===== src/design/mtp_pkg.sv =====
// ----------------------------------------------------------------------------
// mtp_pkg
// Types, constants and the tempering function of the MT19937 generator.
// ----------------------------------------------------------------------------
package mtp_pkg;

  localparam int unsigned STATE_WORDS   = 624;
  localparam int unsigned MIDDLE_OFFSET = 397;
  localparam int unsigned WORD_W        = 32;
  localparam int unsigned IDX_W         = $clog2(STATE_WORDS);

  localparam logic [WORD_W-1:0] INIT_MULT    = 32'd1812433253;
  localparam logic [WORD_W-1:0] TWIST_MATRIX = 32'h9908B0DF;
  localparam logic [WORD_W-1:0] TEMPER_B     = 32'h9D2C5680;
  localparam logic [WORD_W-1:0] TEMPER_C     = 32'hEFC60000;

  localparam int unsigned INIT_SHIFT = 30;
  localparam int unsigned TEMPER_U   = 11;
  localparam int unsigned TEMPER_S   = 7;
  localparam int unsigned TEMPER_T   = 15;
  localparam int unsigned TEMPER_L   = 18;

  localparam logic REQ_SEED = 1'b0;
  localparam logic REQ_DRAW = 1'b1;

  typedef logic [WORD_W-1:0] word_t;
  typedef logic [IDX_W-1:0]  idx_t;

  typedef struct packed {
    logic seed_load;
    logic seed_run;
    idx_t count;
  } feed_ctrl_t;

  function automatic word_t temper(input word_t w);
    word_t y;
    y = w;
    y = y ^ (y >> TEMPER_U);
    y = y ^ ((y << TEMPER_S) & TEMPER_B);
    y = y ^ ((y << TEMPER_T) & TEMPER_C);
    y = y ^ (y >> TEMPER_L);
    return y;
  endfunction

endpackage


===== src/design/mtp_feed.sv =====
// ----------------------------------------------------------------------------
// mtp_feed
// Word entering the tail of the chain: seed, init recurrence or twist.
// ----------------------------------------------------------------------------
module mtp_feed (
  input  mtp_pkg::feed_ctrl_t ctrl,
  input  mtp_pkg::word_t      seed_value,
  input  mtp_pkg::word_t      w_head,
  input  mtp_pkg::word_t      w_next,
  input  mtp_pkg::word_t      w_mid,
  input  mtp_pkg::word_t      w_tail,
  output mtp_pkg::word_t      next_word
);

  mtp_pkg::word_t mix;
  mtp_pkg::word_t init_word;
  mtp_pkg::word_t y;
  mtp_pkg::word_t twist_word;

  assign mix       = w_tail ^ (w_tail >> mtp_pkg::INIT_SHIFT);
  assign init_word = mtp_pkg::WORD_W'(mtp_pkg::INIT_MULT * mix)
                   + mtp_pkg::WORD_W'(ctrl.count);

  assign y          = {w_head[mtp_pkg::WORD_W-1], w_next[mtp_pkg::WORD_W-2:0]};
  assign twist_word = w_mid ^ (y >> 1) ^ (y[0] ? mtp_pkg::TWIST_MATRIX : '0);

  always_comb begin
    if (ctrl.seed_load) begin
      next_word = seed_value;
    end else if (ctrl.seed_run) begin
      next_word = init_word;
    end else begin
      next_word = twist_word;
    end
  end

endmodule


===== config.mk =====
export PLATFORM = sky130hd
export DESIGN_NAME = mtp_feed
export DESIGN_NICKNAME = d
export VERILOG_FILES = /design/src/design/mtp_pkg.sv /design/src/design/mtp_feed.sv
export SDC_FILE = /design/constraint.sdc
export NUM_CORES = 1
export LEC_CHECK = 0
export BUFFER_PORTS_ARGS = -buffer_cell sky130_fd_sc_hd__buf_2
export CELL_PAD_IN_SITES_DETAIL_PLACEMENT = 0
export CELL_PAD_IN_SITES_GLOBAL_PLACEMENT = 1
export CORE_ASPECT_RATIO = 1.75
export CORE_MARGIN = 1.5
export CORE_UTILIZATION = 44
export DETAILED_ROUTE_END_ITERATION = 16
export MAX_ROUTING_LAYER = met4
export PLACE_DENSITY_LB_ADDON = 0.1
export SETUP_SLACK_MARGIN = 0.3
export SYNTH_ARGS = -nofsm -noshare
export SYNTH_HDL_FRONTEND = slang
export SYNTH_SLANG_ARGS = --single-unit

===== constraint.sdc =====
create_clock -name vclk -period 8
set_clock_uncertainty 0.1 [all_clocks]
set_input_delay 0.4 -clock vclk [all_inputs]
set_output_delay 0.4 -clock vclk [all_outputs]
set_load 0.02 [all_outputs]

After elaboration in Yosys (flattened, before gate mapping):

Index checks and enable logic that the tools add are counted.

* bits in registers: 0
* output and inout port bits: 32
* logic and storage cells: 8

* add/subtract/negate cells: 1
* multiply operators: 1
* multiplexer cells: 3
* bitwise logic cells: 3

Operator list (count)
* two-way mux 32 bit: 3
* adder 32 x 10 -> 32 bit: 1
* multiplier 31 x 32 -> 32 bit (first input constant): 1
* XOR 32 x 2 -> 32 bit: 1
* XOR 32 x 31 -> 32 bit: 1
* XOR 32 bit: 1

Depth between registers and ports, before layout:

Gate-level depths: netlist of run 1.

* depth after elaboration: 5
* depth in mapped cells: 25
* gate-level depth less buffers: 25

Least setup slack after synthesis of run 1:

Ideal clock, no wire load.

* kind: input-to-output
* from: input port w_tail[1]
* to: output port next_word[31]
* data arrival time: 6.659 ns
* data required time: 7.500 ns
* slack: 0.841 ns
* cell stages on the path: 25
* path through: xor2_1 xor2_1 ha_1 or2_2 ha_1 inv_1 fa_1 inv_1 ha_1 fa_1 fa_1 fa_1 inv_1 fa_1 inv_1 ha_1 a21oi_1 o21ai_0 a32oi_2 o2111ai_2 a2111oi_2 nor3_2 a31oi_1 xnor2_1 a221oi_2

* word-level cells in the longest chain between the ends: 5

RTL lines
* start, declared: RTL line mtp_feed.sv:11 `input mtp_pkg::word_t w_tail,`
* XOR 32 x 2 -> 32 bit: RTL line mtp_feed.sv:20 `assign mix = w_tail ^ (w_tail >> mtp_pkg::INIT_SHIFT);`
* multiplier 31 x 32 -> 32 bit: RTL line mtp_feed.sv:21 `assign init_word = mtp_pkg::WORD_W'(mtp_pkg::INIT_MULT * mix)`
* adder 32 x 10 -> 32 bit: RTL line mtp_feed.sv:22 `+ mtp_pkg::WORD_W'(ctrl.count);`
* two-way mux 32 bit: RTL line mtp_feed.sv:30 `end else if (ctrl.seed_run) begin`
* two-way mux 32 bit: RTL line mtp_feed.sv:28 `if (ctrl.seed_load) begin`
* end, declared: RTL line mtp_feed.sv:12 `output mtp_pkg::word_t next_word`

Every way passes these cells.

Worst setup path after layout of run 1:

Same ends and word-level chain as after synthesis.

==> results of run 1 <==
## tightest hold or removal path, stage by stage
cell and delay [ps]:
sky130_fd_sc_hd__buf_2 70, sky130_fd_sc_hd__nand2_1 40, sky130_fd_sc_hd__o21ai_0 50, sky130_fd_sc_hd__buf_2 160
## how the worst min path moves through the flow
stage / depth (start not counted) / slack [ps] / endpoint / start
2_1_floorplan: 2 / 870 / next_word[12] / seed_value[12]
3_3_place_gp: 4 / 1030 / next_word[4] / seed_value[4]
3_5_place_dp: 4 / 1020 / next_word[4] / seed_value[4]
4_1_cts: 4 / 1020 / next_word[4] / seed_value[4]
5_1_grt: 4 / 1050 / next_word[15] / seed_value[15]
6_report: 4 / 1020 / next_word[4] / seed_value[4]
## cell type report
cell class                 instances  area share
multi-input combinational        730       0.784
timing repair buffer             187      0.0912
inverter                         271      0.0950
tap                              252      0.0295
## kinds of logic (layout without fill, tap and decap cells)
| group | Yosys count | in the layout | share of synthesized area |
|---|---|---|---|
| adders and majority gates | 389 | 389 | 0.640 |
| buffers and inverters | 285 | 458 | 0.114 |
| and+or+nand+nor | 103 | 103 | 0.0523 |
| muxes | 3 | 3 | 0.00359 |
| AOI/OAI and AO/OA | 129 | 129 | 0.0916 |
| xor gates and xnor gates | 106 | 106 | 0.0988 |
## cells in the final DEF (no fill, tap or decap), types with 15 or more instances in the layout
master                     Yosys  routed
sky130_fd_sc_hd__a211oi_1     15      15
sky130_fd_sc_hd__a21oi_1      44      43
sky130_fd_sc_hd__buf_2         0     171
sky130_fd_sc_hd__buf_4         0      16
sky130_fd_sc_hd__fa_1        153     153
sky130_fd_sc_hd__ha_1        236     234
sky130_fd_sc_hd__inv_1       271     271
sky130_fd_sc_hd__nand2_1      27      27
sky130_fd_sc_hd__nor2_1       39      39
sky130_fd_sc_hd__o21ai_0      30      30
sky130_fd_sc_hd__xnor2_1      70      70
sky130_fd_sc_hd__xor2_1       36      33
## through the flow
stage | cell area, um2 | setup slack [ps] | util | hold slack [ps] | std cells
CTS | 10600 | 458 | 0.508 | 1020 | 1440
global route | 10700 | 301 | 0.511 | 1050 | 1440
detailed placement | 10600 | 476 | 0.508 | 1020 | 1440
global placement | 10600 | 549 | 0.508 | 1030 | 1440
finish | 10700 | 602 | 0.511 | 1020 | 1440
floorplan | 9400 | 841 | - | 871 | 1015
## layer usage
| metal | vias up | share of wire | GRT usage |
|---|---|---|---|
| met2 | 186 | 0.56 | 0.466 |
| met5 | - | 0 | - |
| met1 | 3416 | 0.36 | 0.229 |
| li1 | 3551 | - | - |
| met4 | 0 | 0.037 | 0.0694 |
| met3 | 41 | 0.033 | 0.0132 |
==> metrics, run 1 <==
Synth top cells by count=271 x sky130_fd_sc_hd__inv_1, 236 x sky130_fd_sc_hd__ha_1, 153 x sky130_fd_sc_hd__fa_1; final layout net count=1751; Multi-input gate area=about 0.0084 mm2; achievable clock frequency=0.135 GHz; Area Overhead vs Synth=13.9%; Core Box Area=0.0209 mm2; initial standard-cell utilization of the core=0.449; startpoint kind of the worst setup timing path=input port; DIE AREA=about 0.022 mm2; FILL cells=2074; horizontal die dimension=113 um; most frequently used cell type in the post-synthesis netlist=sky130_fd_sc_hd__inv_1; area taken by flip-flops and latches=0 um2; net count after synthesis=1576; total of warnings raised by yosys=0; startpoint of the most critical setup path=w_tail[1]; termination of the worst setup path=next_word[31]; most prevalent standard cell on the critical path=sky130_fd_sc_hd__fa_1; Sum Neg Setup Slack=0 ps; FF+latch count=0; Core Rows=70; Overall Global Routing Usage=0.230; Max transition margin=0.376; Tightest Pin Transition=936 ps; vias in the first global route=7816; number of antenna violations at the first check in global routing=0; clock period minus final worst setup slack=7400 ps; number of distinct library cells after synthesis=50; Vert. Die Dim=196 um; family with the most delay on the worst path=adder cells; count of hold-fix buffers inserted at cts=0; required time worst endpoint=7500 ps; number of violations reported at the end of detailed-routing iteration 0=187; CP Buf/Inv Count=7; setup repair after global routing missed its margin=false; Post-Synthesis Cells=1015; post-detailed-route via-to-cell ratio=around 5.0; count of pins over their slew limit=0; Crit. path cell count=27; Post-CTS Setup Repair Bufs=0; worst setup path category=in -> out; Routed Antenna Nets=0; largest net degree at the start of global routing=60; run status=completed; final setup violation count=0; slowest cell delay on critical path=approximately 500 ps; # clk buffers=0; Final Hold Vio Count=0; CTS-repair resized insts=0; sequential area share after synthesis=0; fraction of final layout cells with drive strength greater than 1=0.182; cell type with the highest aggregate area in the netlist=sky130_fd_sc_hd__fa_1; worst-path maximum fanout=8; first-pass GRT wire length=38700 um; num ports=204; data arrival time of the worst path=6900 ps; top cells by area in the synthesized netlist=sky130_fd_sc_hd__fa_1 33%, sky130_fd_sc_hd__ha_1 31%, sky130_fd_sc_hd__inv_1 11%, sky130_fd_sc_hd__xnor2_1 6.5%, sky130_fd_sc_hd__xor2_1 3.4%; Post-DP HPWL=between 20000 and 25000 um; Mean Syn Cell Area=9.26 um2; router iterations before antenna repair=4; Final Routed Wirelength=24800 um; via count=7194; routability congestion estimate from global placement=0.862; type of destination of the critical path=output pin; cell with the largest stage delay on the worst path=sky130_fd_sc_hd__fa_1; portion of the clock cycle consumed by the worst path in the final layout=0.925; drt drc=0; number of buffer cells added on primary ports=172; residual overflow from global routing=0; post-synth top area share=0.326; Mapped Area=0.00940 mm2; path category of the worst min-delay check=in -> out; max-cap viol count=0; final antenna diode count=0; wire length per cell after detailed routing=17.2 um
Power of run 1 is not shown: default switching activity piles up to over one toggle a cycle in this logic, so the estimate is an artifact.
==> run 2: changes to the inputs <==
BUFFER_PORTS_ARGS = -buffer_cell sky130_fd_sc_hd__buf_4   (was -buffer_cell sky130_fd_sc_hd__buf_2)
MAX_ROUTING_LAYER = default   (was met4)
==> metrics, run 2 (same netlist as run 1, synthesis figures left out) <==
Final Hold Vio Count=0 (unchanged); wire length per cell after detailed routing=16.8 um (was 17.2 um); # clk buffers=0 (unchanged); FF+latch count=0 (unchanged); startpoint kind of the worst setup timing path=input port (unchanged); vias in the first global route=7561 (was 7816); clock period minus final worst setup slack=7430 ps (was 7400 ps); count of pins over their slew limit=0 (unchanged); area taken by flip-flops and latches=0 um2 (unchanged); horizontal die dimension=113 um (unchanged); Core Box Area=0.0209 mm2 (unchanged); initial standard-cell utilization of the core=0.449 (unchanged); drt drc=0 (unchanged); num ports=204 (unchanged); largest net degree at the start of global routing=60 (unchanged); termination of the worst setup path=next_word[31] (unchanged); worst slack at placement=441 ps (was 476 ps); Tightest Pin Transition=680 ps (was 936 ps); fraction of final layout cells with drive strength greater than 1=0.176 (was 0.182); Area Overhead vs Synth=18.0% (was 13.9%); path category of the worst min-delay check=in -> out (unchanged); worst-path maximum fanout=5 (was 8); Final Routed Wirelength=24100 um (was 24800 um); type of destination of the critical path=output pin (unchanged); achievable clock frequency=0.135 GHz (about the same); non-filler instance count after layout=1433 (was 1440); Max transition margin=0.544 (was 0.376); commonest non-fill, non-tap cell in the layout=sky130_fd_sc_hd__inv_1 (unchanged); residual overflow from global routing=0 (unchanged); final setup violation count=0 (unchanged); FILL cells=2078 (was 2074); max-cap viol count=0 (unchanged); final layout net count=1744 (was 1751); Sum Neg Setup Slack=0 ps (unchanged); routability congestion estimate from global placement=0.855 (was 0.862); post-detailed-route via-to-cell ratio=4.98 (was 5.00); number of buffer cells added on primary ports=172 (unchanged); required time worst endpoint=7500 ps (about the same); Vert. Die Dim=196 um (unchanged); Overall Global Routing Usage=0.218 (was 0.230); number of antenna violations at the first check in global routing=0 (unchanged); data arrival time of the worst path=6930 ps (was 6900 ps); Core Rows=70 (unchanged); Post-DP HPWL=21900 um (was 22600 um); placed cells=1430 (was 1440); number of violations reported at the end of detailed-routing iteration 0=250 (was 187); smallest hold slack=1010 ps (was 1020 ps); min setup slack post-route=573 ps (was 602 ps); setup repair after global routing missed its margin=true (was false); run status=completed (unchanged); worst setup path category=in -> out (unchanged); router iterations before antenna repair=4 (unchanged); DIE AREA=0.0223 mm2 (unchanged); first-pass GRT wire length=37900 um (was 38700 um); via count=7130 (was 7194); portion of the clock cycle consumed by the worst path in the final layout=0.928 (was 0.925); Routed Antenna Nets=0 (unchanged); startpoint of the most critical setup path=w_tail[1] (unchanged); commonest non-fill, non-tap cells in the layout=271 x sky130_fd_sc_hd__inv_1, 234 x sky130_fd_sc_hd__ha_1, 179 x sky130_fd_sc_hd__buf_4 (was 271 x sky130_fd_sc_hd__inv_1, 234 x sky130_fd_sc_hd__ha_1, 171 x sky130_fd_sc_hd__buf_2); final antenna diode count=0 (unchanged)
[run 2: metrics by stage]
step / util / area, um2
2_1_floorplan: - / 9400
3_3_place_gp: 0.525 / 11000
3_5_place_dp: 0.525 / 11000
4_1_cts: 0.525 / 11000
5_1_grt: 0.530 / 11100
6_report: 0.530 / 11100
[run 2: critical path, cell delays in order]
cell and delay [ps]:
sky130_fd_sc_hd__buf_4 130, sky130_fd_sc_hd__xor2_4 190, sky130_fd_sc_hd__xor2_2 230, sky130_fd_sc_hd__ha_1 210, sky130_fd_sc_hd__or2_2 290, sky130_fd_sc_hd__ha_1 270
sky130_fd_sc_hd__inv_1 40, sky130_fd_sc_hd__fa_1 470, sky130_fd_sc_hd__inv_1 40, sky130_fd_sc_hd__ha_1 180, sky130_fd_sc_hd__fa_1 460, sky130_fd_sc_hd__fa_1 500
sky130_fd_sc_hd__fa_1 490, sky130_fd_sc_hd__inv_1 50, sky130_fd_sc_hd__fa_1 470, sky130_fd_sc_hd__inv_1 40, sky130_fd_sc_hd__ha_1 360, sky130_fd_sc_hd__a21oi_2 210
sky130_fd_sc_hd__o21ai_0 130, sky130_fd_sc_hd__a32oi_2 230, sky130_fd_sc_hd__o2111ai_4 190, sky130_fd_sc_hd__a2111oi_2 360, sky130_fd_sc_hd__nor3_2 100, sky130_fd_sc_hd__a31oi_2 220
sky130_fd_sc_hd__xnor2_1 150, sky130_fd_sc_hd__a221oi_2 310, sky130_fd_sc_hd__buf_4 180
[run 2: worst min-delay path by stage]
stage | start | to | slack [ps] | depth (start not counted)
2_1_floorplan | seed_value[12] | next_word[12] | 870 | 2
3_3_place_gp | seed_value[4] | next_word[4] | 1010 | 4
3_5_place_dp | seed_value[4] | next_word[4] | 1010 | 4
4_1_cts | seed_value[4] | next_word[4] | 1010 | 4
5_1_grt | seed_value[4] | next_word[4] | 1040 | 4
6_report | seed_value[4] | next_word[4] | 1010 | 4
[run 2: repair_timing]
| item | 4_1_cts | 5_1_grt |
|---|---|---|
| buffers inserted | 0 | 3 |
| hold buffers | 0 | 0 |
| endpoints found under the setup margin | 0 | 3 |
| gates resized for setup | 0 | 13 |
[run 2: final cells by class]
type / count / area, um2 / area share
Inverter: 271 / 1020 / 0.0917
Multi-Input combinational cell: 730 / 8410 / 0.758
Tap cell: 252 / 315 / 0.0284
Timing Repair Buffer: 180 / 1360 / 0.122
[run 2: routing by layer]
metal  part of all wire  vias to the layer above  routed length (um)  track usage
li1                   -                     3544                   -            -
met1               0.38                     3380                9110        0.239
met2               0.56                      181               13500        0.445
met3              0.034                       25                 814       0.0129
met4              0.028                        0                 684       0.0528
met5                  0                        -                   0            0
Power of run 2 is left out for the same reason.
