[config.mk]
export PLATFORM = sky130hd
export DESIGN_NAME = mtp_cell
export DESIGN_NICKNAME = d
export VERILOG_FILES = /design/src/design/mtp_pkg.sv /design/src/design/mtp_cell.sv
export SDC_FILE = /design/constraint.sdc
export NUM_CORES = 1
export LEC_CHECK = 0
export ABC_AREA = 0
export ABC_CLOCK_PERIOD_IN_PS = 800
export BUFFER_PORTS_ARGS = -buffer_cell sky130_fd_sc_hd__buf_2
export CAP_MARGIN = 20
export CORE_UTILIZATION = 42
export CTS_CLUSTER_SIZE = 25
export DETAILED_ROUTE_END_ITERATION = 10
export PLACE_DENSITY = 0.84
export SYNTH_ARGS = -nofsm -noshare
export SYNTH_HDL_FRONTEND = slang
export SYNTH_SLANG_ARGS = --single-unit
[constraint.sdc]
create_clock -name clk -period 0.8 [get_ports clk]
set_input_delay 0.08 -clock clk [delete_from_list [all_inputs] [get_ports clk]]
set_output_delay 0.08 -clock clk [all_outputs]
set_load 0.02 [all_outputs]
[src/design/mtp_pkg.sv]
// ----------------------------------------------------------------------------
// mtp_pkg
// Types, constants and the tempering function of the MT19937 generator.
// ----------------------------------------------------------------------------
package mtp_pkg;

  localparam int unsigned STATE_WORDS   = 624;
  localparam int unsigned MIDDLE_OFFSET = 397;
  localparam int unsigned WORD_W        = 32;
  localparam int unsigned IDX_W         = $clog2(STATE_WORDS);

  localparam logic [WORD_W-1:0] INIT_MULT    = 32'd1812433253;
  localparam logic [WORD_W-1:0] TWIST_MATRIX = 32'h9908B0DF;
  localparam logic [WORD_W-1:0] TEMPER_B     = 32'h9D2C5680;
  localparam logic [WORD_W-1:0] TEMPER_C     = 32'hEFC60000;

  localparam int unsigned INIT_SHIFT = 30;
  localparam int unsigned TEMPER_U   = 11;
  localparam int unsigned TEMPER_S   = 7;
  localparam int unsigned TEMPER_T   = 15;
  localparam int unsigned TEMPER_L   = 18;

  localparam logic REQ_SEED = 1'b0;
  localparam logic REQ_DRAW = 1'b1;

  typedef logic [WORD_W-1:0] word_t;
  typedef logic [IDX_W-1:0]  idx_t;

  typedef struct packed {
    logic seed_load;
    logic seed_run;
    idx_t count;
  } feed_ctrl_t;

  function automatic word_t temper(input word_t w);
    word_t y;
    y = w;
    y = y ^ (y >> TEMPER_U);
    y = y ^ ((y << TEMPER_S) & TEMPER_B);
    y = y ^ ((y << TEMPER_T) & TEMPER_C);
    y = y ^ (y >> TEMPER_L);
    return y;
  endfunction

endpackage

[src/design/mtp_cell.sv]
// ----------------------------------------------------------------------------
// mtp_cell
// One state word of the generator; takes the word on d (its neighbor's, or the feed word at the tail) on each shift.
// ----------------------------------------------------------------------------
module mtp_cell (
  input  logic           clk,
  input  logic           rst,
  input  logic           shift,
  input  mtp_pkg::word_t d,
  output mtp_pkg::word_t q
);

  always_ff @(posedge clk) begin
    if (rst) begin
      q <= '0;
    end else if (shift) begin
      q <= d;
    end
  end

endmodule

Word level (Yosys, flattened, before mapping)
Cells that the tools add are included.
{ "totals": {"regBits": 32, "in_bits": 35, "wordCells": 1, "output_inout_bits": 32} }

Logic depth before layout (Yosys ltp)
Gate-level depths: netlist of the first run.
{ "depth": {"word_depth": 0, "depth_mapped": 4, "ltp_nobuf": 2} }

Least setup slack after synthesis of the first run
No wires, ideal clock.
{ "synth_path": {"path_type": "input-to-reg", "from": "in shift", "to": "reg q[0]", "setup_slack_ns": 0.127, "n_path_buf": 2, "arrival_ns": 0.545, "required_ns": 0.672, "stages": 4, "setup_time_ns": 0.128, "cell_sequence": "buf_6 > buf_12 > mux2i_1 > nor2_1"} }
{ "synth_lines": {"columns": ["element", "line_no", "text"], "rows": [
  ["start: declaration", "mtp_cell.sv:8", "input logic shift,"],
  ["end signal: assignment", "mtp_cell.sv:15", "q <= '0;"],
  ["end signal: assignment", "mtp_cell.sv:17", "q <= d;"],
  ["end: declaration", "mtp_cell.sv:10", "output mtp_pkg::word_t q"]
]} }

Worst setup path in the final report of the first run
{ "layout_path": {"from": "reg q[28]", "to": "out q[28]"} }
No word-level cell between the ends.

==> results of run 1 <==
-- cell families (layout without fill, tap and decap cells) --
group	count (synthesis)	count (layout)	synth area share
buf+inv	7	106	0.0710
flops	32	32	0.551
mux	32	32	0.275
simple gates	32	32	0.103
-- tightest hold or removal path, delay by kind of cell --
family	cells	cell delay, ps
buf+inv	1	80
mux	1	60
simple gates	1	70
-- metrics by stage --
stage          setup WS [ps]   util  instance area [um2]
2_1_floorplan            127      -                 1160
3_3_place_gp            38.7  0.593                 1510
3_5_place_dp           -2.07  0.593                 1510
4_1_cts                -80.8  0.802                 2040
5_1_grt                 -113  0.818                 2080
6_report               -80.4  0.818                 2080
-- how the worst max path moves through the flow --
stage / slack [ps] / end / from / cells after the start
global placement: 40 / q[8] / shift / 4
global route: -110 / q[28] / q[28] / 1
floorplan: 130 / q[0] / shift / 4
finish: -80 / q[28] / q[28] / 1
detailed placement: -2 / q[12] / shift / 4
CTS: -80 / q[20] / q[20] / 1
-- cell usage in the layout, fill, tap and decap left out --
cell type	instances
sky130_fd_sc_hd__buf_12	3
sky130_fd_sc_hd__buf_2	34
sky130_fd_sc_hd__buf_4	6
sky130_fd_sc_hd__buf_6	32
sky130_fd_sc_hd__clkbuf_1	1
sky130_fd_sc_hd__clkbuf_4	5
sky130_fd_sc_hd__clkinv_2	1
sky130_fd_sc_hd__dfxtp_2	32
sky130_fd_sc_hd__dlygate4sd3_1	24
sky130_fd_sc_hd__mux2i_1	32
sky130_fd_sc_hd__nor2_1	32
-- area by class of cell --
type	instances	share of cell area
clock inverters	1	0.00241
clock buffers	6	0.0198
multi-input cells	64	0.212
well taps	30	0.0180
repair buffers	99	0.421
flip-flops and latches	32	0.327
-- layer usage --
layer,vias to the layer above,wire length [um],GRT usage
li1,538,-,-
met1,486,1130,0.191
met2,40,1850,0.446
met3,7,175,0.0694
met4,0,53,0.111
met5,-,0,0
-- power by group --
part | leakage [nW] | switching, mW | internal, mW
Clock | 0.0281 | 0.493 | 0.323
Sequential | 0.275 | 0.0686 | 1.71
Combinational | 0.737 | 0.330 | 0.447
Total | 1.04 | 0.891 | 2.48
-- timing repair --
item,4_1_cts,5_1_grt
hold endpoints to repair,23,1
buffers inserted,2,4
gates resized for setup,96,0
pin swaps,0,0
hold buffers,23,1
setup endpoints to repair,32,32
==> impl_summary.md, run 1 <==
STA
The routed design could run at a clock period as short as 880 ps. The max-slew violation count is 0. Setup violations remaining at the end of the flow were counted as 32. Of the available clock period, the critical path in the final layout requires 1.10. Setup repair after global routing could not meet its margin everywhere.

In the post-route analysis, the smallest setup slack over all paths is -80.4 ps. On the final layout, the worst hold slack is 7.36 ps. The setup TNS is -1910 ps. The worst slew margin relative to its limit is 0.885. The transition time at the pin with the least slew margin is 168 ps.

Static timing analysis puts the maximum clock frequency at 1140 MHz. The hold violation total from the final report is 0. The final worst clock skew is 0 ps.

Worst setup path
The library cell contributing the largest single delay on the critical path is sky130_fd_sc_hd__dfxtp_2. In this run the critical register-to-register path is captured at q[29]. The biggest cell delay along the critical path is 360 ps. The kind of cell with the highest combined delay on the critical path is flip-flops. Walking the worst path, the cells encountered are buf_6. The buffering stage count on the worst path with inverters included is 1.

STA classifies the critical path endpoint as a primary output. The type of element launching the critical path is a flip-flop. Of all nets on the critical path, the largest fanout is 2.

At the worst endpoint, the required time is 720 ps. Setup slack on the worst reg-to-reg path comes out at 20 ps. The critical path class is flip-flop to primary output.

The start of the worst register-to-register path is q[29]. The number of cells on the worst reg-to-reg path is 3. The data arrival time of the critical path is 800 ps.

Routing
The routed via count is 1071. In the routed layout, each cell is associated on average with a via count of 4.62. In the final routed layout, each cell accounts on average for 13.8 um.

Summed over all layers, the routed wires come to 3.21 mm. The count of nets left with antenna violations once routing finished came out at 0. The detailed-route DRC error count is 0.

The number of violations reported at the end of detailed-routing iteration 0 is 9. The first-pass iteration count of the detailed router is 4.

Placement
After legalization and detailed placement, the total HPWL measured 1.79 mm. In this run, placement finished with an instance count of 195. The final estimated routing congestion in global placement is 0.716.

The number of buffers inserted by port buffering is 66.

GRT
The number of antenna violations at the first check in global routing is 0. The overall fraction of global-route tracks in use is 0.223. The number of global-route vias before repair is 1038. The total overflow left after global routing is 0. The first global-routing pass estimated 4.45 mm of wire. The largest net degree at the start of global routing is 33.

Floorplanning
For this design the top-level I/O count stands at 67. The area of the die is 0.00298 mm2. The x dimension of the die is 54.6 um. The number of rows in the core area is 18.

The y dimension of the die is 54.6 um. The core region area is 0.00254 mm2. The starting density of the core is 0.457.

Logic synthesis
Synthesis instantiated 6 different standard cells from the library. The dominant cell type by area after synthesis is sky130_fd_sc_hd__dfxtp_1. The synthesized area divided by synthesized cell count is 11.3 um2.

The most used flip-flop cell after synthesis is sky130_fd_sc_hd__dfxtp_1. The sequential-to-total area share from yosys stat is 0.551. After synthesis, the share of flip-flops with an asynchronous set or reset is 0. The synthesized design contains 0 enable-type register cells. During synthesis, Yosys emitted a total of 0 warnings. Synthesis produced a netlist with a net count of 138. Synthesis produced 103 cells. Summing every instance area after synthesis gives 0.00116 mm2. After synthesis, the cell types taking the most area are sky130_fd_sc_hd__dfxtp_1 (55%), sky130_fd_sc_hd__mux2i_1 (28%), sky130_fd_sc_hd__nor2_1 (10%). The commonest cells after synthesis are sky130_fd_sc_hd__dfxtp_1 (32), sky130_fd_sc_hd__mux2i_1 (32), sky130_fd_sc_hd__nor2_1 (32). The number of register bits inferred by synthesis is 32. The share of the synthesized area in the top cell type is 0.551.

Pwr
The cell leakage power is 1.04 nW. The power consumption is 3.37 mW. VDD sags by at most 1420 uV.

The total power divided by cell area is 1620 mW/mm2.

Outcome
The run finished, with violations left. The checks that failed: negative setup slack.

Clocking
The clock slew at the register clock pins of the worst setup and hold paths is 90 ps. The clock passes through at most 2 buffers. Clock tree synthesis found a total of 32 sinks. The library cell used as clock root buffer is sky130_fd_sc_hd__clkbuf_4.

Clock tree synthesis inserted a total of 5 buffers. The clock tree from TritonCTS is done. Clock latency on the worst-skew pair, taken at its later pin, is 320 ps.

The depth of the CTS H-tree is 2.

Final layout
The layout cell share with drive strength beyond 1 is 0.559. The number of antenna diodes in the final layout is 0. The area taken by flip-flops and latches is 681 um2.

The register with the most flip-flops in the layout has 32 of them. The relative area change from synthesis to final layout is 78.8%. The number of standard cells in the final layout excluding fillers is 232.

The net count of the finished layout is 237. The number of filler instances in the final layout is 145. The largest registers in the layout are q (32). More flip-flops sit in one register than any other, and that register is q.

The area of the multi-input gates is 440 um2.

Worst hold path
The min-delay analysis places its worst path in the category primary input to flip-flop. The cell count of the worst hold path is 3. The worst hold path begins at d[30]. The end point of the most critical hold path is q[30].

Flow run
The number of maximum-capacitance constraint violations is 0.
(Power assumes the default switching activity.)
==> run 2, diff against run 1 <==
--- a/config.mk
+++ b/config.mk
@@ -9,10 +9,12 @@
 export ABC_CLOCK_PERIOD_IN_PS = 800
 export BUFFER_PORTS_ARGS = -buffer_cell sky130_fd_sc_hd__buf_2
 export CAP_MARGIN = 20
-export CORE_UTILIZATION = 42
+export CELL_PAD_IN_SITES_DETAIL_PLACEMENT = 1
+export CELL_PAD_IN_SITES_GLOBAL_PLACEMENT = 2
+export CORE_UTILIZATION = 24
 export CTS_CLUSTER_SIZE = 25
 export DETAILED_ROUTE_END_ITERATION = 10
-export PLACE_DENSITY = 0.84
+export PLACE_DENSITY = 0.83
 export SYNTH_ARGS = -nofsm -noshare
 export SYNTH_HDL_FRONTEND = slang
 export SYNTH_SLANG_ARGS = --single-unit
==> run 2 against run 1 <==
The flow still finishes with violations (negative setup slack). Global-route usage shrank 9.9 points. Utilization shrank 39 points. Final area fell by 8.5%. Count of clock-buffer cells in the layout up 2. Critical path depth did not move. Wire length shrank 9.1%. Non-clock buffer count fell by 25. Clock power grew 52%. Cell count fell by 0.86%. Flip-flop and latch count is the same. Via count down 7.5%. Critical endpoint is now q[27]. Largest power group unchanged.
==> impl_summary.md, run 2 (same netlist as run 1, synthesis figures left out) <==
Outcome
The run finished, with violations left. The checks that failed: negative setup slack.

STA
The final hold slack is 36.8 ps. The ratio of final minimum period to clock period is 1.03. The smallest clock period supported by the final layout is computed as 823 ps. Setup violations remaining at the end of the flow were counted as 24. Timing would allow up to 1210 MHz. The hold violation total from the final report came to 0. Once routing completed, OpenROAD measured the worst setup slack at -23.3 ps.

The max-slew violation count was 0. The transition time at the pin with the least slew margin is 146 ps. Setup repair after global routing could not meet its margin everywhere. In this run the tightest slew margin relative to its limit is 0.900. Summed over all failing endpoints, the final setup total negative slack is -177 ps. For the final database, setup skew stands at 0 ps.

Final layout
The final core utilization is 0.423. The register bank with the most flops is q. In the layout the commonest cells are sky130_fd_sc_hd__buf_2 (34), sky130_fd_sc_hd__mux2i_1 (32), sky130_fd_sc_hd__nor2_1 (32), sky130_fd_sc_hd__buf_6 (32), sky130_fd_sc_hd__dfxtp_2 (32). The number of filler instances in the final layout is 519. The register with the most flip-flops in the layout has 32 of them. The largest registers in the layout are q (32).

Relative to the synthesized area, the layout overhead comes to 63.7%. The most common library cell in the layout ignoring fill and taps is sky130_fd_sc_hd__buf_2. The number of nets at the end of the flow is 212.

The number of antenna diodes is 0. Of the cells placed in the final design, the portion with a size suffix greater than 1 is 0.629.

Routing
Summed over all layers, the routed wires come to 2.91 mm. After the first detailed-routing iteration, the DRC count stood at 28. The first detailed-routing pass ran for 3 iterations. The antenna violation net count after detailed routing is 0. After detailed routing, the average wire length per cell comes to 12.7 um. In the routed design, unresolved DRC markers number 0.

The routed via count is 991. Using the TritonRoute via totals, the vias-per-cell ratio works out to 4.31.

Clocking
The clock passes through at most 2 buffers. TritonCTS built the clock tree. The clock latency reported for the late side of the worst-skew pair is 270 ps. The cell sitting at the root of the clock tree is a sky130_fd_sc_hd__clkbuf_8.

The count of hold buffers inserted by post-cts repair is 0. The depth of the CTS H-tree is 2. The clock slew at the register clock pins of the worst setup and hold paths is 60 ps. The sink count of the clock tree is 32.

TritonCTS created 5 clock buffers.

Worst setup path
The buffering stage count on the worst path with inverters included is 1. The endpoint type of the worst setup path is a primary output. The type of element launching the critical path is a flip-flop. Data on the critical path arrives at its endpoint at 740 ps. Of all nets on the critical path, the largest fanout is 2.

The critical path is of the flip-flop to primary output type. The biggest cell delay along the critical path is 350 ps. The critical path goes through buf_6. Among cell families on the critical path, the largest total delay comes from flip-flops.

The critical path required time is 720 ps. The largest individual stage delay along the critical path comes from the cell sky130_fd_sc_hd__dfxtp_2.

GRT
The largest net degree at the start of global routing is 33. The overall fraction of global-route tracks in use is 0.124. The number of antenna violations at the first check in global routing was 0. The wire length of the first global-routing pass is 4.69 mm. The total grt overflow is 0.

The number of global-route vias before repair was 1011.

Placement
The number of buffers inserted by port buffering is 66. The final estimated routing congestion in global placement is 0.670. Detailed placement finished with a half-perimeter wire length of 2.12 mm.

Floorplanning
The number of top-level design ports is 67. The area of the die is 0.00513 mm2. After floorplanning, the core was divided into 24 placement rows. The starting density of the core is 0.258. The y dimension of the die is 71.6 um. The die is 71.6 um wide. The core region area is 0.00450 mm2.

Worst hold path
The worst hold path belongs to the class primary input to flip-flop.

Pwr
For this design the static power due to leakage is 0.952 nW. IR analysis of the VDD net gives a maximum drop of 810 uV. The total power divided by cell area is 1940 mW/mm2.

Flow run
Across the run, the number of max-cap violations was 0.
## run 2: cell type report
class / instances / area (um2) / share of cell area
flip-flops and latches: 32 / 681 / 0.357
well taps: 52 / 65.1 / 0.0342
repair buffers: 74 / 628 / 0.330
clock buffers: 8 / 90.1 / 0.0473
multi-input cells: 64 / 440 / 0.231
## run 2: path summary, 6_finish.rpt
check / slack [ps] / cells after the start / startpoint / endpoint
min reg2reg: 490 / 2 / q[17] / q[17]
min: 40 / 3 / d[29] / q[29]
max: -20 / 1 / q[27] / q[27]
max reg2reg: 50 / 3 / q[23] / q[23]
## run 2: where the power goes
part / total, mW / switching [mW] / internal [mW] / leakage [nW]
combinational: 0.669 / 0.302 / 0.367 / 0.631
clock: 1.24 / 0.541 / 0.700 / 0.0455
sequential: 1.78 / 0.0687 / 1.71 / 0.275
## run 2: stage by stage
| stage | std cells | setup WS [ps] | power (mW) | area, um2 |
|---|---|---|---|---|
| 2_1_floorplan | 103 | 127 | 2.11 | 1160 |
| 3_3_place_gp | 217 | 29.7 | 2.30 | 1540 |
| 6_report | 230 | -23.3 | 3.69 | 1900 |
| 4_1_cts | 229 | -32.5 | 3.75 | 1900 |
| 5_1_grt | 230 | -55.6 | 3.92 | 1900 |
| 3_5_place_dp | 217 | -18.3 | 2.32 | 1540 |
## run 2: routing by layer
layer | vias to the layer above | global-route usage | wire [um]
li1 | 483 | - | -
met1 | 461 | 0.119 | 1050
met2 | 42 | 0.232 | 1630
met3 | 5 | 0.0450 | 187
met4 | 0 | 0.0588 | 45
met5 | - | 0 | 0
## run 2: what timing repair did
action | CTS | global route
resized for setup | 96 | 0
endpoints found under the setup margin | 32 | 32
buffers inserted | 4 | 1
==> run 3, diff against run 2 <==
--- a/config.mk
+++ b/config.mk
@@ -5,16 +5,18 @@
 export SDC_FILE = /design/constraint.sdc
 export NUM_CORES = 1
 export LEC_CHECK = 0
-export ABC_AREA = 0
+export ABC_AREA = 1
 export ABC_CLOCK_PERIOD_IN_PS = 800
 export BUFFER_PORTS_ARGS = -buffer_cell sky130_fd_sc_hd__buf_2
 export CAP_MARGIN = 20
 export CELL_PAD_IN_SITES_DETAIL_PLACEMENT = 1
 export CELL_PAD_IN_SITES_GLOBAL_PLACEMENT = 2
-export CORE_UTILIZATION = 24
+export CORE_ASPECT_RATIO = 0.6
+export CORE_UTILIZATION = 22
 export CTS_CLUSTER_SIZE = 25
 export DETAILED_ROUTE_END_ITERATION = 10
-export PLACE_DENSITY = 0.83
+export PLACE_DENSITY = 0.85
 export SYNTH_ARGS = -nofsm -noshare
 export SYNTH_HDL_FRONTEND = slang
 export SYNTH_SLANG_ARGS = --single-unit
+export TNS_END_PERCENT = 1
==> run 3 against run 2 <==
The flow still finishes with violations (negative setup slack). Clock power shrank 9%. Highest routed layer unchanged. Critical path type unchanged. Flip-flop and latch count unchanged. Combinational power grew 16%. Setup slack better by 4.3 ps. Final area grew 7.8%. Critical path depth is the same. Count of clock-buffer cells in the layout down 2. Non-clock buffer count shrank 5. Clock skew is the same. Area after synthesis rose by 15%. Critical endpoint is now q[18].
==> impl_summary.md, run 3 <==
GRT
The total grt overflow is 0. The number of antenna violations at the first check in global routing is 0. Entering global routing, the biggest net connects 34 pins.

The number of global-route vias before repair is 1275. The first global-routing pass estimated 5.66 mm of wire. The overall fraction of global-route tracks in use is 0.115.

Clocking
The total clock buffers created by CTS is 5. The maximum clock insertion buffer count is 2. The count of hold buffers inserted by post-cts repair is 0. At the later pin of the worst-skew pair, clock insertion delay measures 270 ps.

Clock-pin slew was measured on the worst setup and hold paths at 60 ps. The clock tree from TritonCTS is done. CTS placed an instance of sky130_fd_sc_hd__clkbuf_8 at the clock tree root. In this run the post-CTS setup repair buffer count came out at 0. The sink count of the clock tree is 32.

The H-tree was split into 2 levels.

Routing
The routed via count is 1325. The detailed-route DRC error count is 0. The antenna violation net count after detailed routing is 0.

The total wire length after detailed routing is 3.41 mm. Before antenna repair, the detailed router went through 4 iterations. The via density per instance is 3.80.

The number of violations reported at the end of detailed-routing iteration 0 is 25. After detailed routing, the average wire length per cell comes to 9.78 um.

Worst setup path
The critical path in this run is classified as flip-flop to primary output. In this design, the largest share of critical-path delay is due to flip-flops. For the worst setup path, the data arrival time is 740 ps. At the worst endpoint, the required time is 720 ps. The setup check on the worst reg-to-reg path leaves a slack of 220 ps. Along the worst path, the maximum fanout reaches 2. For this run, the slowest stage of the critical path takes 350 ps. The endpoint type of the worst setup path is a primary output. STA classifies the critical path startpoint as a flip-flop.

The buffering stage count on the worst path with inverters included is 1. The critical path goes through buf_6. Among all stages on the critical path, the largest delay is contributed by sky130_fd_sc_hd__dfxtp_2.

Placement
The number of buffers inserted by port buffering is 66. Routability-driven placement finished with a final weighted congestion of 0.668. The placed cell area is 0.00174 mm2. The worst setup slack after placement is 81.4 ps. The total placed cells including tap cells is 342. Detailed placement finished with a half-perimeter wire length of 2.43 mm.

Flow run
The number of maximum-capacitance constraint violations is 0.

STA
The worst pin sits at a relative slew slack of 0.901. The smallest setup slack after layout is -19.0 ps. The ratio of final minimum period to clock period is 1.02. Setup violations remaining at the end of the flow were counted as 15. Setup repair after global routing could not meet its margin everywhere. The final critical delay including setup and external delays is 819 ps. The final worst clock skew is 0 ps. The hold violation total from the final report is 0.

For the pin with the worst max-slew slack, the measured transition is 149 ps. Static timing analysis puts the maximum clock frequency at 1220 MHz. The max-slew violation count is 0.

Logic synthesis
Measured against the total synthesized area, the mux share comes to 0. When the netlist entered floorplanning its net count stood at 238. The number of register bits inferred by synthesis is 32. The synthesized area divided by synthesized cell count is 6.59 um2.

Of all cell types, the one taking the most synthesized area is sky130_fd_sc_hd__dfxtp_1. The number of distinct library cells after synthesis is 6. Synthesis produced 203 cells.

The share of flip-flops with an asynchronous set or reset is 0. The synthesized-area fraction occupied by xor and xnor cells is 0. The main combinational cell family by area after synthesis is simple AND/OR/NAND/NOR gates.

By area the synthesized netlist is led by sky130_fd_sc_hd__dfxtp_1 (48%), sky130_fd_sc_hd__nand2_1 (18%), sky130_fd_sc_hd__nor2_1 (18%). Counting instances in the post-synthesis netlist gives the leading cell types as sky130_fd_sc_hd__nand2_1 (64), sky130_fd_sc_hd__nor2_1 (64), sky130_fd_sc_hd__inv_1 (33). The post-synthesis adder-cell area fraction is 0. Among all flip-flop cells after synthesis, the most frequent one is sky130_fd_sc_hd__dfxtp_1. The number of warnings printed during yosys synthesis is 0. The post-synthesis cell area is 0.00134 mm2. The sequential-to-total area share from yosys stat is 0.479. The synthesized design contains 0 enable-type register cells. The compound-gate portion of the synthesized area is 0. The share of the synthesized area in the top cell type is 0.479. Of the total synthesized cell area, the portion taken by AND, OR, NAND and NOR gates is 0.359.

Final layout
The finished layout holds 349 standard cells, fillers aside. The register bank with the most flops is q. The relative area change from synthesis to final layout is 53.4%. The finished layout cell area is 0.00205 mm2. The number of antenna diodes is 0. In the layout the commonest cells are sky130_fd_sc_hd__nor2_1 (64), sky130_fd_sc_hd__nand2_1 (64), sky130_fd_sc_hd__buf_2 (34). The register with the most flip-flops in the layout has 32 of them. The number of nets at the end of the flow is 304. The final core utilization is 0.358. The largest registers in the layout are q (32). Of the cells placed in the final design, the portion with a size suffix greater than 1 is 0.398.

Floorplanning
The total area inside the core boundary comes to 0.00573 mm2. The x dimension of the die is 103 um. The area of the die is 0.00641 mm2. Pin placement for this block handled 67 I/O pins.

In this run the vertical extent of the chip is 62.4 um. The starting density of the core is 0.234. The number of rows in the core area is 21.

Pwr
The total power divided by cell area is 1810 mW/mm2. The cell leakage power is 1.15 nW. IR analysis of the VDD net gives a maximum drop of 500 uV. The power consumption is 3.72 mW.

Outcome
The checks that failed: negative setup slack. The flow ran to the end, but the final reports show violations.

Worst hold path
The path class of the tightest hold or removal check is primary input to flip-flop.
==> run 3: cell types whose count changed after synthesis <==
cell,change
sky130_fd_sc_hd__buf_12,-3
sky130_fd_sc_hd__nand2_1,+64
sky130_fd_sc_hd__buf_6,+6
sky130_fd_sc_hd__clkbuf_1,-3
sky130_fd_sc_hd__buf_2,+3
sky130_fd_sc_hd__nor2_1,+32
sky130_fd_sc_hd__mux2i_1,-32
sky130_fd_sc_hd__inv_1,+33
==> run 3: layer usage <==
| layer | part of all wire | routed length (um) | GRT usage | vias to the layer above |
|---|---|---|---|---|
| met4 | 0.010 | 35 | 0.0482 | 0 |
| met3 | 0.084 | 287 | 0.0559 | 5 |
| met5 | 0 | 0 | 0 | - |
| met2 | 0.42 | 1440 | 0.172 | 42 |
| li1 | - | - | - | 698 |
| met1 | 0.48 | 1650 | 0.141 | 580 |
==> run 3: final timing paths <==
kind / startpoint / end / depth (start not counted)
setup / recovery: q[18] / q[18] / 1
hold / removal: d[25] / q[25] / 5
setup reg to reg: q[11] / q[11] / 2
hold reg to reg: q[15] / q[15] / 2
==> run 3: where the power goes <==
part,switching [mW],total [mW],internal [mW]
logic,0.391,0.773,0.382
clock network,0.540,1.13,0.590
registers,0.0820,1.81,1.73
==> run 3: through the flow <==
stage          TNS [ps]  hold WS [ps]
2_1_floorplan         0           262
3_3_place_gp          0           368
3_5_place_dp          0           377
4_1_cts            -647          78.5
5_1_grt           -1250          97.3
6_report           -115          89.5
==> run 3: kinds of logic (layout without fill, tap and decap cells) <==
kind of cell	after synthesis	in the layout
buffers and inverters	43	109
AND/OR/NAND/NOR	128	128
flip-flops	32	32
==> run 3: final cells by class <==
class / count / area (um2)
timing repair buffer: 69 / 591
tap: 80 / 100
clock inverter: 1 / 5.00
inverter: 33 / 124
fill: 733 / 3670
sequential: 32 / 681
clock buffer: 6 / 72.6
multi-input combinational: 128 / 480
==> run 3: worst reg2reg max path, cell delays in order, from the launching register on <==
cell and delay [ps]:
sky130_fd_sc_hd__dfxtp_2 330, sky130_fd_sc_hd__nor2_1 90, sky130_fd_sc_hd__nor2_1 50
==> run 3: timing repair <==
action,CTS,global route
setup endpoints to repair,32,32
pin swaps,0,0
gates resized for setup,96,0
